--- src/hw/rtl/afr_pkg.sv ---
// Shared types, constants and the header byte table for the actuator frame receiver.
// No dependencies; imported by every afr_* module and the top level.
`default_nettype none

package afr_pkg;

	// Parameter defaults and limits
	localparam int HEADER_LENGTH_DEF = 5;
	localparam int RELAY_COUNT_DEF   = 4;
	localparam int HEADER_MAX        = 8;
	localparam int RELAY_MAX         = 8;

	// Frame layout
	localparam logic [7:0] MIN_DATA = 8'd5;
	localparam logic [7:0] COUNT_MAX = 8'hff;

	// Command and device codes
	localparam logic [7:0] CMD_TOGGLE = 8'h01;
	localparam logic [7:0] KIND_RELAY = 8'h01;
	localparam logic [7:0] KIND_FAN   = 8'h02;
	localparam logic [7:0] FAN_ON_REQ = 8'h00;

	localparam logic [7:0] ROOM_RESET = 8'h01;

	// Frame status codes
	localparam logic [2:0] ST_ACTED    = 3'd0;
	localparam logic [2:0] ST_HEADER   = 3'd1;
	localparam logic [2:0] ST_CHECKSUM = 3'd2;
	localparam logic [2:0] ST_LENGTH   = 3'd3;
	localparam logic [2:0] ST_ADDRESS  = 3'd4;
	localparam logic [2:0] ST_IGNORED  = 3'd5;

	typedef logic [HEADER_MAX-1:0][7:0] header_table_t;

	// Entry 0 sits in the low byte
	localparam header_table_t HEADER_BYTES = {
		8'h00, 8'h00, 8'h00, 8'h61, 8'h6b, 8'h75, 8'h73, 8'h41
	};

	typedef struct packed {
		logic [7:0] rx_byte;
		logic       end_of_frame;
	} afr_in_t;

	typedef struct packed {
		logic [2:0] frame_status;
		logic [3:0] relay_states;
		logic [1:0] fan_states;
	} afr_out_t;

	// Stage 1 item as handed to the frame core
	typedef struct packed {
		logic    valid;
		afr_in_t item;
	} afr_stage_t;

endpackage

`default_nettype wire

--- src/hw/rtl/afr_in_stage.sv ---
// Input register of the actuator frame receiver: holds one byte transaction.
// Depends on afr_pkg.
`default_nettype none

module afr_in_stage (
	input  wire logic             clk,
	input  wire logic             arst_n,
	input  wire logic             in_valid,
	input  wire afr_pkg::afr_in_t in_data,
	input  wire logic             advance,
	output logic                  in_stall,
	output afr_pkg::afr_stage_t   stage
);
	import afr_pkg::*;

	logic    valid_s1;
	afr_in_t data_s1;

	assign in_stall = valid_s1 && !advance;

	always_ff @(posedge clk or negedge arst_n) begin
		if (!arst_n) begin
			valid_s1 <= 1'b0;
		end else if (!in_stall) begin
			valid_s1 <= in_valid;
		end
	end

	always_ff @(posedge clk) begin
		if (!in_stall) begin
			data_s1 <= in_data;
		end
	end

	assign stage.valid = valid_s1;
	assign stage.item  = data_s1;

`ifndef SYNTH
	// a held item never vanishes while stalled
	a_stall_holds: assert property (@(posedge clk) disable iff (!arst_n)
		in_stall |=> valid_s1 && $stable(data_s1))
		else $error("stalled input item lost");
`endif

endmodule

`default_nettype wire

--- src/hw/rtl/afr_frame_core.sv ---
// Frame tracking state and end-of-frame decision of the actuator frame receiver.
// Depends on afr_pkg.
`default_nettype none

module afr_frame_core #(
	parameter int HEADER_LENGTH = afr_pkg::HEADER_LENGTH_DEF,
	parameter int RELAY_COUNT   = afr_pkg::RELAY_COUNT_DEF
) (
	input  wire logic                clk,
	input  wire logic                arst_n,
	input  wire afr_pkg::afr_stage_t stage,
	input  wire logic                advance,
	input  wire logic [7:0]          room_address,
	output afr_pkg::afr_out_t        result
);
	import afr_pkg::*;

	localparam logic [7:0] HDR_LEN     = 8'(HEADER_LENGTH);
	localparam logic [7:0] DATA_OFFSET = 8'(HEADER_LENGTH + 1);
	localparam logic [7:0] RELAY_CNT   = 8'(RELAY_COUNT);

	logic [7:0] byte_count_q;
	logic       header_match_q;
	logic [7:0] data_sum_q;
	logic [7:0] length_field_q;
	logic [7:0] frame_address_q;
	logic [7:0] device_kind_q;
	logic [7:0] device_number_q;
	logic [7:0] command_code_q;
	logic [7:0] fan_request_q;
	logic [RELAY_COUNT-1:0] relay_q;
	logic [1:0]             fan_q;

	logic [7:0]             b;
	logic                   header_match_n;
	logic [7:0]             data_len;
	logic [2:0]             status;
	logic [RELAY_COUNT-1:0] relay_n;
	logic [1:0]             fan_n;
	logic [RELAY_MAX-1:0]   relay_wide;
	logic                   last_go;

	assign b       = stage.item.rx_byte;
	assign last_go = advance && stage.item.end_of_frame;

	// header compare on this byte, folded into the running match
	always_comb begin
		header_match_n = header_match_q;
		if (byte_count_q < HDR_LEN && b != HEADER_BYTES[byte_count_q[2:0]]) begin
			header_match_n = 1'b0;
		end
	end

	assign data_len = byte_count_q - DATA_OFFSET;

	// decision at frame end
	always_comb begin
		status  = ST_ACTED;
		relay_n = relay_q;
		fan_n   = fan_q;
		if (!header_match_n || byte_count_q < HDR_LEN - 8'd1) begin
			status = ST_HEADER;
		end else if (byte_count_q == COUNT_MAX || byte_count_q < DATA_OFFSET) begin
			status = ST_LENGTH;
		end else if (b != data_sum_q) begin
			status = ST_CHECKSUM;
		end else if (length_field_q != data_len || data_len < MIN_DATA) begin
			status = ST_LENGTH;
		end else if (frame_address_q != room_address) begin
			status = ST_ADDRESS;
		end else if (command_code_q != CMD_TOGGLE) begin
			status = ST_IGNORED;
		end else if (device_kind_q == KIND_RELAY) begin
			if (device_number_q == 8'd0 || device_number_q > RELAY_CNT) begin
				status = ST_IGNORED;
			end else begin
				for (int i = 0; i < RELAY_COUNT; i++) begin
					relay_n[i] = relay_q[i] ^ (device_number_q == 8'(i + 1));
				end
			end
		end else if (device_kind_q == KIND_FAN) begin
			fan_n = (fan_request_q == FAN_ON_REQ) ? 2'b11 : 2'b00;
		end else begin
			status = ST_IGNORED;
		end
	end

	assign relay_wide          = RELAY_MAX'(relay_n);
	assign result.frame_status = status;
	assign result.relay_states = relay_wide[3:0];
	assign result.fan_states   = fan_n;

	always_ff @(posedge clk or negedge arst_n) begin
		if (!arst_n) begin
			byte_count_q    <= '0;
			header_match_q  <= 1'b1;
			data_sum_q      <= '0;
			length_field_q  <= '0;
			frame_address_q <= '0;
			device_kind_q   <= '0;
			device_number_q <= '0;
			command_code_q  <= '0;
			fan_request_q   <= '0;
			relay_q         <= '0;
			fan_q           <= '0;
		end else if (advance) begin
			if (stage.item.end_of_frame) begin
				// commit actuator state, drop frame state
				relay_q         <= relay_n;
				fan_q           <= fan_n;
				byte_count_q    <= '0;
				header_match_q  <= 1'b1;
				data_sum_q      <= '0;
				length_field_q  <= '0;
				frame_address_q <= '0;
				device_kind_q   <= '0;
				device_number_q <= '0;
				command_code_q  <= '0;
				fan_request_q   <= '0;
			end else begin
				header_match_q <= header_match_n;
				if (byte_count_q == HDR_LEN)             length_field_q  <= b;
				if (byte_count_q == DATA_OFFSET)         frame_address_q <= b;
				if (byte_count_q == DATA_OFFSET + 8'd1)  device_kind_q   <= b;
				if (byte_count_q == DATA_OFFSET + 8'd2)  device_number_q <= b;
				if (byte_count_q == DATA_OFFSET + 8'd3)  command_code_q  <= b;
				if (byte_count_q == DATA_OFFSET + 8'd4)  fan_request_q   <= b;
				if (byte_count_q >= DATA_OFFSET) begin
					data_sum_q <= data_sum_q + b;
				end
				if (byte_count_q != COUNT_MAX) begin
					byte_count_q <= byte_count_q + 8'd1;
				end
			end
		end
	end

`ifndef SYNTH
	a_count_clears: assert property (@(posedge clk) disable iff (!arst_n)
		last_go |=> byte_count_q == 8'd0 && header_match_q)
		else $error("frame state not cleared at frame end");

	a_one_relay: assert property (@(posedge clk) disable iff (!arst_n)
		(last_go && status == ST_ACTED && device_kind_q == KIND_RELAY)
			|-> $onehot(relay_n ^ relay_q))
		else $error("relay toggle did not flip exactly one relay");

	a_quiet_on_reject: assert property (@(posedge clk) disable iff (!arst_n)
		(last_go && status != ST_ACTED) |=> $stable(relay_q) && $stable(fan_q))
		else $error("actuator state changed on a rejected frame");
`endif

endmodule

`default_nettype wire

--- src/hw/rtl/actuator_frame_receiver_unit.sv ---
// Top level of the actuator frame receiver: input register, frame core, result
// register and the room address register. Depends on afr_pkg, afr_in_stage, afr_frame_core.
`default_nettype none

// Actuator frame receiver. Feed received UART bytes in order on the input
// channel, one transaction per byte, with end_of_frame set on the final
// (checksum) byte. A frame is the header 41 73 75 6B 61, a length byte, at
// least five data bytes (room address, device kind, device number, command,
// fan request, then any more) and an 8-bit additive checksum over the data.
// Only the final byte of a frame produces a result transaction: frame_status
// (0 acted, 1 bad header, 2 bad checksum, 3 bad length, 4 other address,
// 5 ignored command) together with the relay and fan states after the frame.
// A valid toggle frame flips one relay or switches both fans on or off; all
// relays and fans are off after reset. Throughput is one byte per clock while
// the input is not stalled: each byte is captured in the input register and
// decided by one level of logic into the frame state or the result register,
// so a frame's result is loaded into the result register when its last byte
// advances out of the input register. The input stalls only when a finished
// result waits in the result register, the output is stalled and the byte in
// hand is another frame end. Write room_address (reset 1) over the
// configuration channel only while no frame is in flight; it is always ready.
module actuator_frame_receiver_unit #(
	parameter int HEADER_LENGTH = afr_pkg::HEADER_LENGTH_DEF,
	parameter int RELAY_COUNT   = afr_pkg::RELAY_COUNT_DEF
) (
	input  wire logic             clk,
	input  wire logic             arst_n,
	input  wire logic             in_valid,
	output logic                  in_stall,
	input  wire afr_pkg::afr_in_t in_data,
	output logic                  out_valid,
	input  wire logic             out_stall,
	output afr_pkg::afr_out_t     out_data,
	input  wire logic             cfg_valid,
	output logic                  cfg_ready,
	input  wire logic [7:0]       cfg_data
);
	import afr_pkg::*;

	afr_stage_t stage;
	afr_out_t   result;
	logic       advance;
	logic       res_load;
	logic [7:0] room_address_q;
	logic       out_valid_q;
	afr_out_t   out_data_q;

	// Advance the held byte unless it is a frame end and the result slot is blocked
	assign advance  = stage.valid &&
		(!stage.item.end_of_frame || !out_valid_q || !out_stall);
	assign res_load = advance && stage.item.end_of_frame;

	afr_in_stage u_in (
		.clk      (clk),
		.arst_n   (arst_n),
		.in_valid (in_valid),
		.in_data  (in_data),
		.advance  (advance),
		.in_stall (in_stall),
		.stage    (stage)
	);

	afr_frame_core #(
		.HEADER_LENGTH (HEADER_LENGTH),
		.RELAY_COUNT   (RELAY_COUNT)
	) u_core (
		.clk          (clk),
		.arst_n       (arst_n),
		.stage        (stage),
		.advance      (advance),
		.room_address (room_address_q),
		.result       (result)
	);

	// Configuration: always take the write
	assign cfg_ready = 1'b1;

	always_ff @(posedge clk or negedge arst_n) begin
		if (!arst_n) begin
			room_address_q <= ROOM_RESET;
		end else if (cfg_valid && cfg_ready) begin
			room_address_q <= cfg_data;
		end
	end

	// Result register: hold while stalled, drop once taken
	always_ff @(posedge clk or negedge arst_n) begin
		if (!arst_n) begin
			out_valid_q <= 1'b0;
		end else if (res_load) begin
			out_valid_q <= 1'b1;
		end else if (!out_stall) begin
			out_valid_q <= 1'b0;
		end
	end

	always_ff @(posedge clk) begin
		if (res_load) begin
			out_data_q <= result;
		end
	end

	assign out_valid = out_valid_q;
	assign out_data  = out_data_q;

`ifndef SYNTH
	a_no_overwrite: assert property (@(posedge clk) disable iff (!arst_n)
		(out_valid_q && out_stall) |-> !res_load)
		else $error("pending result overwritten");

	a_status_range: assert property (@(posedge clk) disable iff (!arst_n)
		out_valid_q |-> out_data_q.frame_status <= ST_IGNORED)
		else $error("frame status out of range");
`endif

endmodule

`default_nettype wire
--- config.mk ---
export PLATFORM = sky130hd
export DESIGN_NAME = actuator_frame_receiver_unit
export DESIGN_NICKNAME = d
export VERILOG_FILES = /design/src/hw/rtl/afr_pkg.sv /design/src/hw/rtl/afr_in_stage.sv /design/src/hw/rtl/afr_frame_core.sv /design/src/hw/rtl/actuator_frame_receiver_unit.sv
export SDC_FILE = /design/constraint.sdc
export NUM_CORES = 1
export LEC_CHECK = 0
export BUFFER_PORTS_ARGS = -buffer_cell sky130_fd_sc_hd__buf_2
export CORE_MARGIN = 5
export CORE_UTILIZATION = 50
export CTS_BUF_LIST = sky130_fd_sc_hd__clkbuf_4 sky130_fd_sc_hd__clkbuf_8 sky130_fd_sc_hd__clkbuf_16
export DETAILED_ROUTE_END_ITERATION = 10
export GPL_TIMING_DRIVEN = 0
export PLACE_DENSITY = 0.68
export REMOVE_ABC_BUFFERS = 1
export SYNTH_ARGS = -nofsm -noshare
export SYNTH_HDL_FRONTEND = slang
export SYNTH_SLANG_ARGS = --single-unit
export TNS_END_PERCENT = 10
--- constraint.sdc ---
create_clock -name clk -period 3.2 [get_ports clk]
set_input_delay 0.32 -clock clk [delete_from_list [all_inputs] [get_ports clk]]
set_output_delay 0.32 -clock clk [all_outputs]
set_load 0.1 [all_outputs]
==> results_dict.tcl, run 1 <==
set metrics [dict create \
    status "finished, final reports clean" \
    area_growth_pct 10.1 \
    comb_power_share_pct 24.4 \
    vias 3812 \
    routed_wl_mm 11.5 \
    path_class "register to register" \
    cts_tree "done" \
    synth_warnings 0 \
    cp_max_fo 10 \
    p_leak_nw 2.49 \
    syn-cell-area_um2 5170 \
    yosysTopAreaCell "dfrtp_1" \
    die_w_um 112 \
    first_pass_iters 5 \
    p_int_mw 2.10 \
    synth_edf_count 18 \
    drcViolationCount 0 \
    endpoint_kind "register" \
    grt_pass1_vias 3826 \
    rsz0062_at_grt "yes" \
    maxSlewHeadroom_pct 21.2 \
    portBuffers 32 \
    cap_violations 0 \
    setup_tns_ns 0 \
    final_common_cell "dfrtp_1" \
    initial_utilization_pct 50.8 \
    yosysUniqueCellTypes 59 \
    cts_made_buffers 9 \
    post-route-period-util_pct 94.7 \
    wire_per_inst_um 17.8 \
    clock_path_buffers 2 \
    cp_num_cells 7 \
    setup_ws_ns 0.168 \
    crit_arrival_ns 3.14 \
    drive_above_1_share_pct 15.3 \
    grt_max_degree 65 \
    p_sw_share_pct 33.7 \
    gr-total-overflow 0 \
    fmax_mhz 330 \
    min_period_ns 3.03 \
    p_seq_share_pct 48.8 \
    max_stage_delay_ns 0.63 \
    place_congestion 0.901 \
    async_reset_ff_share_pct 81.8 \
    core_area_um2 10200 \
    dieArea_um2 12500 \
    vias_per_cell 5.91 \
    crit_slowest_cell "edfxtp_1" \
    place_ws_ns -0.399 \
    seq_area_frac_synth_pct 49.7 \
    power_mw 3.16 \
    ir_drop_v 0.000370 \
    wl_met1_mm 5.25 \
    rr_worst_depth 7 \
    dp_hpwl_mm 7.85 \
    cts_max_level 3 \
    critPathBufInv 0 \
    fp.dieH_um 112 \
    grt_pass1_wl_mm 19.4 \
    ctsRootBufferMaster "clkbuf_8" \
    holdWs_ns 0.109 \
    std_cell_rows 37 \
    drtIter0Drc 195 \
    hold_class "input pin to register" \
    route.met3.wl_um 560 \
    path_delay_family "simple AND/OR/NAND/NOR gates" \
    synth_ff_type "dfrtp_1" \
    min_path_cells 1 \
    grt_usage_pct 19.2 \
    top_layer "met4" \
    synth_area_leaders "dfrtp_1 38%, edfxtp_1 10%, a22o_1 5.4%, xnor2_1 5.2%, ha_1 3.6%" \
    p_switching_mw 1.06 \
    post-place-cells 623 \
    start_kind "register" \
    fin_nets 542 \
    worst_ep_required_time_ns 3.31 \
    fin_skew_ns 0.0147 \
    crit_chain "ha_1 > nor4_1 > nand3_1 > a2111oi_0 > and4b_2 > nand4_1 > mux2i_1" \
    clock_latency_ns 0.38 \
    p_clk_share_pct 26.8 \
    slew_viol_final 0 \
    power.density_nw_per_um2 556 \
    ys_ff_latch 99 \
    clkTransAtPathRegs_ns 0.11 \
    ant_nets 0 \
    antenna_found_initial 0 \
    final-hold-violation-count 0 \
    avgSynthCellArea_um2 10.6 \
    clkSinkCount 99 \
    final_cell_mix "77 x dfrtp_1, 35 x nand2_1, 32 x a22o_1, 31 x xnor2_1, 31 x buf_2" \
    boundaryPins 34 \
    antenna_cells 0 \
    met2_length_mm 5.52 \
    setup_viol 0 \
    fin_cells 645 \
    syn-instance-count 486 \
    worst_slew_pin_slew_ns 1.17 \
    synth_top_area_share_pct 38.2 \
]
-- layout make-up --
type,instances,area [um2]
well taps,136,170
multi-input cells,335,2420
fillers,897,4490
flip-flops and latches,99,2570
clock inverters,7,81.3
repair buffers,39,245
clock buffers,9,124
inverters,20,75.1
-- kinds of logic (layout without fill, tap and decap cells) --
logic type,count (synthesis),after routing,share of synthesized area (%)
xor gates and xnor gates,40,40,6.77
AOI/OAI and AO/OA,111,111,15.6
adders and majority gates,16,16,4.02
DFF,99,99,49.7
muxes,21,21,4.28
and+or+nand+nor,146,146,15.5
buffers and inverters,52,75,4.04
other,1,1,0.0725
-- cell usage after synthesis (all sizes together) (3+ instances only) --
cell	count
mux2i	12
dfrtp	79
nand2	35
edfxtp	18
a21o	3
nor2	22
buf	9
nand4	18
nor4	10
nor4b	3
and2	3
xnor2	31
nand2b	8
o211ai	3
and3b	3
nor2b	5
nor3	15
clkbuf	23
mux2	9
inv	20
o31ai	8
o21ai	28
ha	15
or3	4
o41ai	9
a22o	32
a21oi	10
a2111oi	3
nand3	11
xor2	9
-- sequential cells by signal (all words and copies together) (netlist names) --
signal / cells
room_address_q: 8
out_data: 9
u_core.length_field_q: 8
u_core.frame_address_q: 8
u_core.data_sum_q: 8
u_core.header_match_q: 1
out_valid: 1
u_core.command_code_q: 8
u_core.device_number_q: 8
u_core.relay_q: 4
u_core.device_kind_q: 8
u_core.fan_q: 2
u_core.fan_request_q: 8
u_in.stage: 9
u_in.valid_s1: 1
u_core.byte_count_q: 8
-- what timing repair did --
action,CTS,global route
endpoints found under the hold margin,16,0
resized for setup,3,3
setup endpoints to repair,29,19
pin swaps,1,1
setup buffers,1,4
hold buffers,1,0
-- worst paths after layout --
path                                            start                endpoint  slack (ns)
worst max-delay path                    u_in.stage[2]             out_data[1]        0.17
worst min-delay path                       in_data[5]           u_in.stage[5]        0.11
worst max register to register          u_in.stage[2]             out_data[1]        0.17
worst min register to register  u_core.header_match_q   u_core.header_match_q        0.49
max in group asynchronous                      arst_n       room_address_q[0]        2.21
min in group asynchronous                      arst_n  u_core.byte_count_q[1]        0.36
-- stage by stage --
stage	cell area [um2]	utilization [%]
finish	5690	55.9
global route	5690	55.9
CTS	5640	55.4
detailed placement	5400	53.0
global placement	5370	52.7
floorplan	5040	-
-- power by group through the flow --
stage                     logic, mW  clock network, mW  registers [mW]
after floorplan               0.543                  0            1.55
after global placement        0.706                  0            1.57
after detailed placement      0.731                  0            1.57
after CTS                     0.745              0.869            1.54
after global routing          0.862              0.918            1.56
final                         0.771              0.849            1.54
-- metal layers --
metal	track usage, %	vias to the layer above
met5	0	-
met3	4.13	11
met1	26.3	1893
met2	31.2	94
met4	4.54	0
li1	-	1814
(Power assumes the default switching activity.)
==> inputs of run 2 (changes only) <==
==> constraint.sdc (replaced) <==
create_clock -name clk -period 3.2 [get_ports clk]
set_input_delay 0.8 -clock clk [delete_from_list [all_inputs] [get_ports clk]]
set_output_delay 0.8 -clock clk [all_outputs]
set_load 0.1 [all_outputs]
==> results_dict.tcl, run 2 (synthesis results as in run 1) <==
set metrics [dict create \
    status "finished, final reports clean" \
    regToRegStartpoint "u_in.stage[2]" \
    area_growth_pct 9.68 \
    vias_per_cell 5.92 \
    maxSlewHeadroom_pct 21.8 \
    cts_made_buffers 9 \
    reg2reg_slack_ns 0.20 \
    setup_tns_ns 0 \
    vias 3804 \
    min_period_ns 3.00 \
    drive_above_1_share_pct 15.2 \
    antenna_found_initial 0 \
    worst_ep_required_time_ns 3.31 \
    holdWs_ns 0.292 \
    clock_path_buffers 2 \
    endpoint "out_data[1]" \
    dp_hpwl_mm 7.85 \
    endpoint_kind "register" \
    clock_latency_ns 0.38 \
    boundaryPins 34 \
    ctsRootBufferMaster "clkbuf_8" \
    wl_met1_mm 5.29 \
    rsz0062_at_grt "no" \
    final_common_cell "dfrtp_1" \
    final-hold-violation-count 0 \
    hold_class "input pin to asynchronous set/reset pin" \
    grt_pass1_vias 3827 \
    start_kind "register" \
    crit_slowest_cell "edfxtp_1" \
    cp_num_cells 7 \
    route.met3.wl_um 589 \
    crit_arrival_ns 3.11 \
    cap_violations 0 \
    met2_length_mm 5.49 \
    fp.dieH_um 112 \
    dpl_cell_area_um2 5400 \
    post-place-cells 623 \
    gr-total-overflow 0 \
    core_area_um2 10200 \
    crit_chain "ha_1 > nor4_1 > nand3_1 > a2111oi_0 > and4b_2 > nand4_1 > mux2i_1" \
    timing.rr.end "out_data[1]" \
    first_pass_iters 4 \
    dieArea_um2 12500 \
    fin_cells 643 \
    slew_viol_final 0 \
    antenna_cells 0 \
    ant_nets 0 \
    worst_slew_pin_slew_ns 1.16 \
    setup.worst_path.start "u_in.stage[2]" \
    cts_tree "done" \
    initial_utilization_pct 50.8 \
    routed_wl_mm 11.5 \
    drtIter0Drc 190 \
    setup_ws_ns 0.202 \
    clkSinkCount 99 \
    rr_worst_depth 7 \
    ir_drop_v 0.000371 \
    final_cell_mix "77 x dfrtp_1, 35 x nand2_1, 32 x a22o_1, 31 x xnor2_1, 30 x buf_2" \
    path_delay_family "simple AND/OR/NAND/NOR gates" \
    grt_usage_pct 19.1 \
    grt_pass1_wl_mm 19.4 \
    p_leak_nw 2.48 \
    fmax_mhz 334 \
    cts_max_level 3 \
    path_class "register to register" \
    fin_nets 540 \
    setup_viol 0 \
    std_cell_rows 37 \
    cts_hold_buffers 0 \
    finalInstanceArea_um2 5670 \
    die_w_um 112 \
    cp_max_fo 10 \
    clkTransAtPathRegs_ns 0.11 \
    portBuffers 32 \
    place_congestion 0.901 \
    wire_per_inst_um 17.9 \
    max_stage_delay_ns 0.63 \
    power_mw 3.16 \
    drcViolationCount 0 \
    final_util_pct 55.7 \
    place_ws_ns -0.399 \
    fin_skew_ns 0.0158 \
    grt_max_degree 65 \
    critPathBufInv 0 \
    top_layer "met4" \
    post-route-period-util_pct 93.7 \
    power.density_nw_per_um2 557 \
]
-- run 2: changes by cell type in the layout (fill, tap and decap cells not counted), sizes merged --
cell and delta:
dlygate4sd3 -1, buf -1
-- run 2: metal layers --
metal | vias up | GRT usage [%]
li1 | 1808 | -
met1 | 1880 | 26.3
met2 | 104 | 31.1
met3 | 12 | 4.18
met4 | 0 | 4.54
met5 | - | 0
-- run 2: what timing repair did --
item	4_1_cts	5_1_grt
resized for setup	4	2
endpoints found under the setup margin	29	20
pin swaps	2	1
setup buffers	1	3
-- run 2: report_power, final --
group	internal (mW)	switching, mW
Sequential	1.40	0.143
Clock	0.374	0.475
Combinational	0.325	0.446
Total	2.10	1.06
-- run 2: cell type report --
cell class                 instances  area (um2)
clock buffer                       9         124
clock inverter                     7        81.3
fill                             896        4510
inverter                          20        75.1
multi-input combinational        335        2420
sequential                        99        2570
tap                              136         170
timing repair buffer              37         234
-- run 2: worst min path at each step --
stage | end | depth (start not counted)
after floorplan | u_core.data_sum_q[2] | 2
after global placement | u_core.data_sum_q[2] | 2
after detailed placement | u_core.data_sum_q[2] | 2
after CTS | u_core.byte_count_q[1] | 1
after global routing | u_core.byte_count_q[1] | 1
final | u_core.byte_count_q[1] | 1
==> inputs of run 3 (changes only) <==
==> constraint.sdc (replaced) <==
create_clock -name clk -period 3.7 [get_ports clk]
set_input_delay 0.925 -clock clk [delete_from_list [all_inputs] [get_ports clk]]
set_output_delay 0.925 -clock clk [all_outputs]
set_load 0.1 [all_outputs]
==> results_dict.tcl, run 3 (synthesis results as in run 1) <==
set metrics [dict create \
    fmax_mhz 287 \
    wire_per_inst_um 17.8 \
    grt_pass1_wl_mm 19.4 \
    fin_cells 640 \
    reg2reg_slack_ns 0.32 \
    post-place-cells 623 \
    p_switching_mw 0.915 \
    rsz0062_at_grt "no" \
    drcViolationCount 0 \
    initial_utilization_pct 50.8 \
    worst_ep_required_time_ns 2.77 \
    ir_drop_v 0.000319 \
    first_pass_iters 5 \
    clkTransAtPathRegs_ns 0.11 \
    setup_tns_ns 0 \
    start_kind "register" \
    maxSlewHeadroom_pct 22.3 \
    drtIter0Drc 168 \
    antenna_cells 0 \
    cts_max_level 3 \
    final-hold-violation-count 0 \
    post-route-period-util_pct 94.2 \
    portBuffers 32 \
    grt_pass1_vias 3819 \
    p_seq_share_pct 49.2 \
    setup_ws_ns 0.214 \
    power.density_nw_per_um2 482 \
    endpoint_kind "primary output" \
    vias_per_cell 5.85 \
    area_growth_pct 8.85 \
    place_congestion 0.901 \
    fp.dieH_um 112 \
    fin_skew_ns 0.0139 \
    cts_made_buffers 9 \
    clock_path_buffers 2 \
    seq_area_um2 2570 \
    final_cell_mix "79 x dfrtp_1, 35 x nand2_1, 32 x a22o_1, 31 x xnor2_1, 31 x buf_2" \
    dieArea_um2 12500 \
    core_area_um2 10200 \
    p_clk_share_pct 27.1 \
    p_sw_share_pct 33.8 \
    slew_viol_final 0 \
    worst_slew_pin_slew_ns 1.15 \
    p_int_mw 1.80 \
    clkSinkCount 99 \
    vias 3745 \
    hold_class "input pin to asynchronous set/reset pin" \
    grt_max_degree 65 \
    fill_cells 905 \
    min_period_ns 3.49 \
    drive_above_1_share_pct 13.7 \
    p_leak_nw 2.46 \
    path_class "register to primary output" \
    crit_arrival_ns 2.56 \
    grt_usage_pct 19.1 \
    boundaryPins 34 \
    fin_nets 537 \
    routed_wl_mm 11.4 \
    clock_latency_ns 0.38 \
    ant_nets 0 \
    die_w_um 112 \
    place_ws_ns 0.101 \
    multi_input_area_um2 2400 \
    antenna_found_initial 0 \
    cts_hold_buffers 0 \
    ctsRootBufferMaster "clkbuf_8" \
    status "finished, final reports clean" \
    final_common_cell "dfrtp_1" \
    std_cell_rows 37 \
    cts_tree "done" \
    cap_violations 0 \
    cp_max_fo 20 \
    setup_viol 0 \
    gr-total-overflow 0 \
    dp_hpwl_mm 7.85 \
    comb_power_share_pct 23.7 \
]
run 3: cell types whose count changed in the layout (fill, tap and decap cells not counted):
cell	change
buf_6	-1
buf_2	+1
dfrtp_2	-2
and4b_1	+1
o21ai_1	+1
nor4_2	-1
nor4_1	+1
buf_4	-3
dfrtp_1	+2
o21ai_2	-1
and4b_2	-1
run 3: power groups by stage:
| stage | sequential, mW | clock [mW] | combinational [mW] |
|---|---|---|---|
| after floorplan | 1.34 | 0 | 0.469 |
| after global placement | 1.35 | 0 | 0.611 |
| after detailed placement | 1.36 | 0 | 0.633 |
| after CTS | 1.33 | 0.752 | 0.643 |
| after global routing | 1.35 | 0.794 | 0.721 |
| final | 1.33 | 0.735 | 0.642 |
run 3: layout make-up:
| cell class | instances | area share (%) |
|---|---|---|
| Clock buffer | 9 | 2.20 |
| Clock inverter | 7 | 1.44 |
| Inverter | 20 | 1.33 |
| Multi-Input combinational cell | 335 | 42.7 |
| Sequential cell | 99 | 45.6 |
| Tap cell | 136 | 3.02 |
| Timing Repair Buffer | 34 | 3.64 |
run 3: critical path, stage by stage (launching register included):
cell	delay [ns]
edfxtp_1	0.93
nand4_1	0.65
inv_1	0.16
buf_2	0.44
run 3: path summary, 6_finish.rpt:
path | start | end | cells after the start
worst max-delay path | u_in.stage[0] | in_stall | 3
worst min-delay path | arst_n | u_core.byte_count_q[1] | 1
worst max register to register | u_in.stage[0] | u_core.device_number_q[1] | 6
worst min register to register | u_core.header_match_q | u_core.header_match_q | 2
max in group asynchronous | arst_n | room_address_q[0] | 2
min in group clk | u_core.header_match_q | u_core.header_match_q | 2
run 3: metrics by stage:
stage                     hold WS, ns  util, %  total power, mW  instance area, um2
after floorplan                 0.453        -             1.81                5040
after global placement          0.466     52.7             1.96                5370
after detailed placement        0.471     53.0             1.99                5400
after CTS                       0.408     55.2             2.73                5620
after global routing            0.420     55.3             2.87                5630
final                           0.413     55.3             2.71                5630
run 3: routing by layer:
metal | vias to the layer above | share of wire [%] | track usage [%]
li1 | 1803 | - | -
met1 | 1828 | 46 | 26.3
met2 | 104 | 48 | 31.1
met3 | 10 | 5.1 | 4.18
met4 | 0 | 0.92 | 4.54
met5 | - | 0 | 0
run 3: what timing repair did:
| action | in CTS | in global routing |
|---|---|---|
| setup buffers | 1 | 0 |
| endpoints found under the setup margin | 1 | 0 |
| endpoints found under the hold margin | 0 | 0 |
| resized for setup | 0 | 0 |
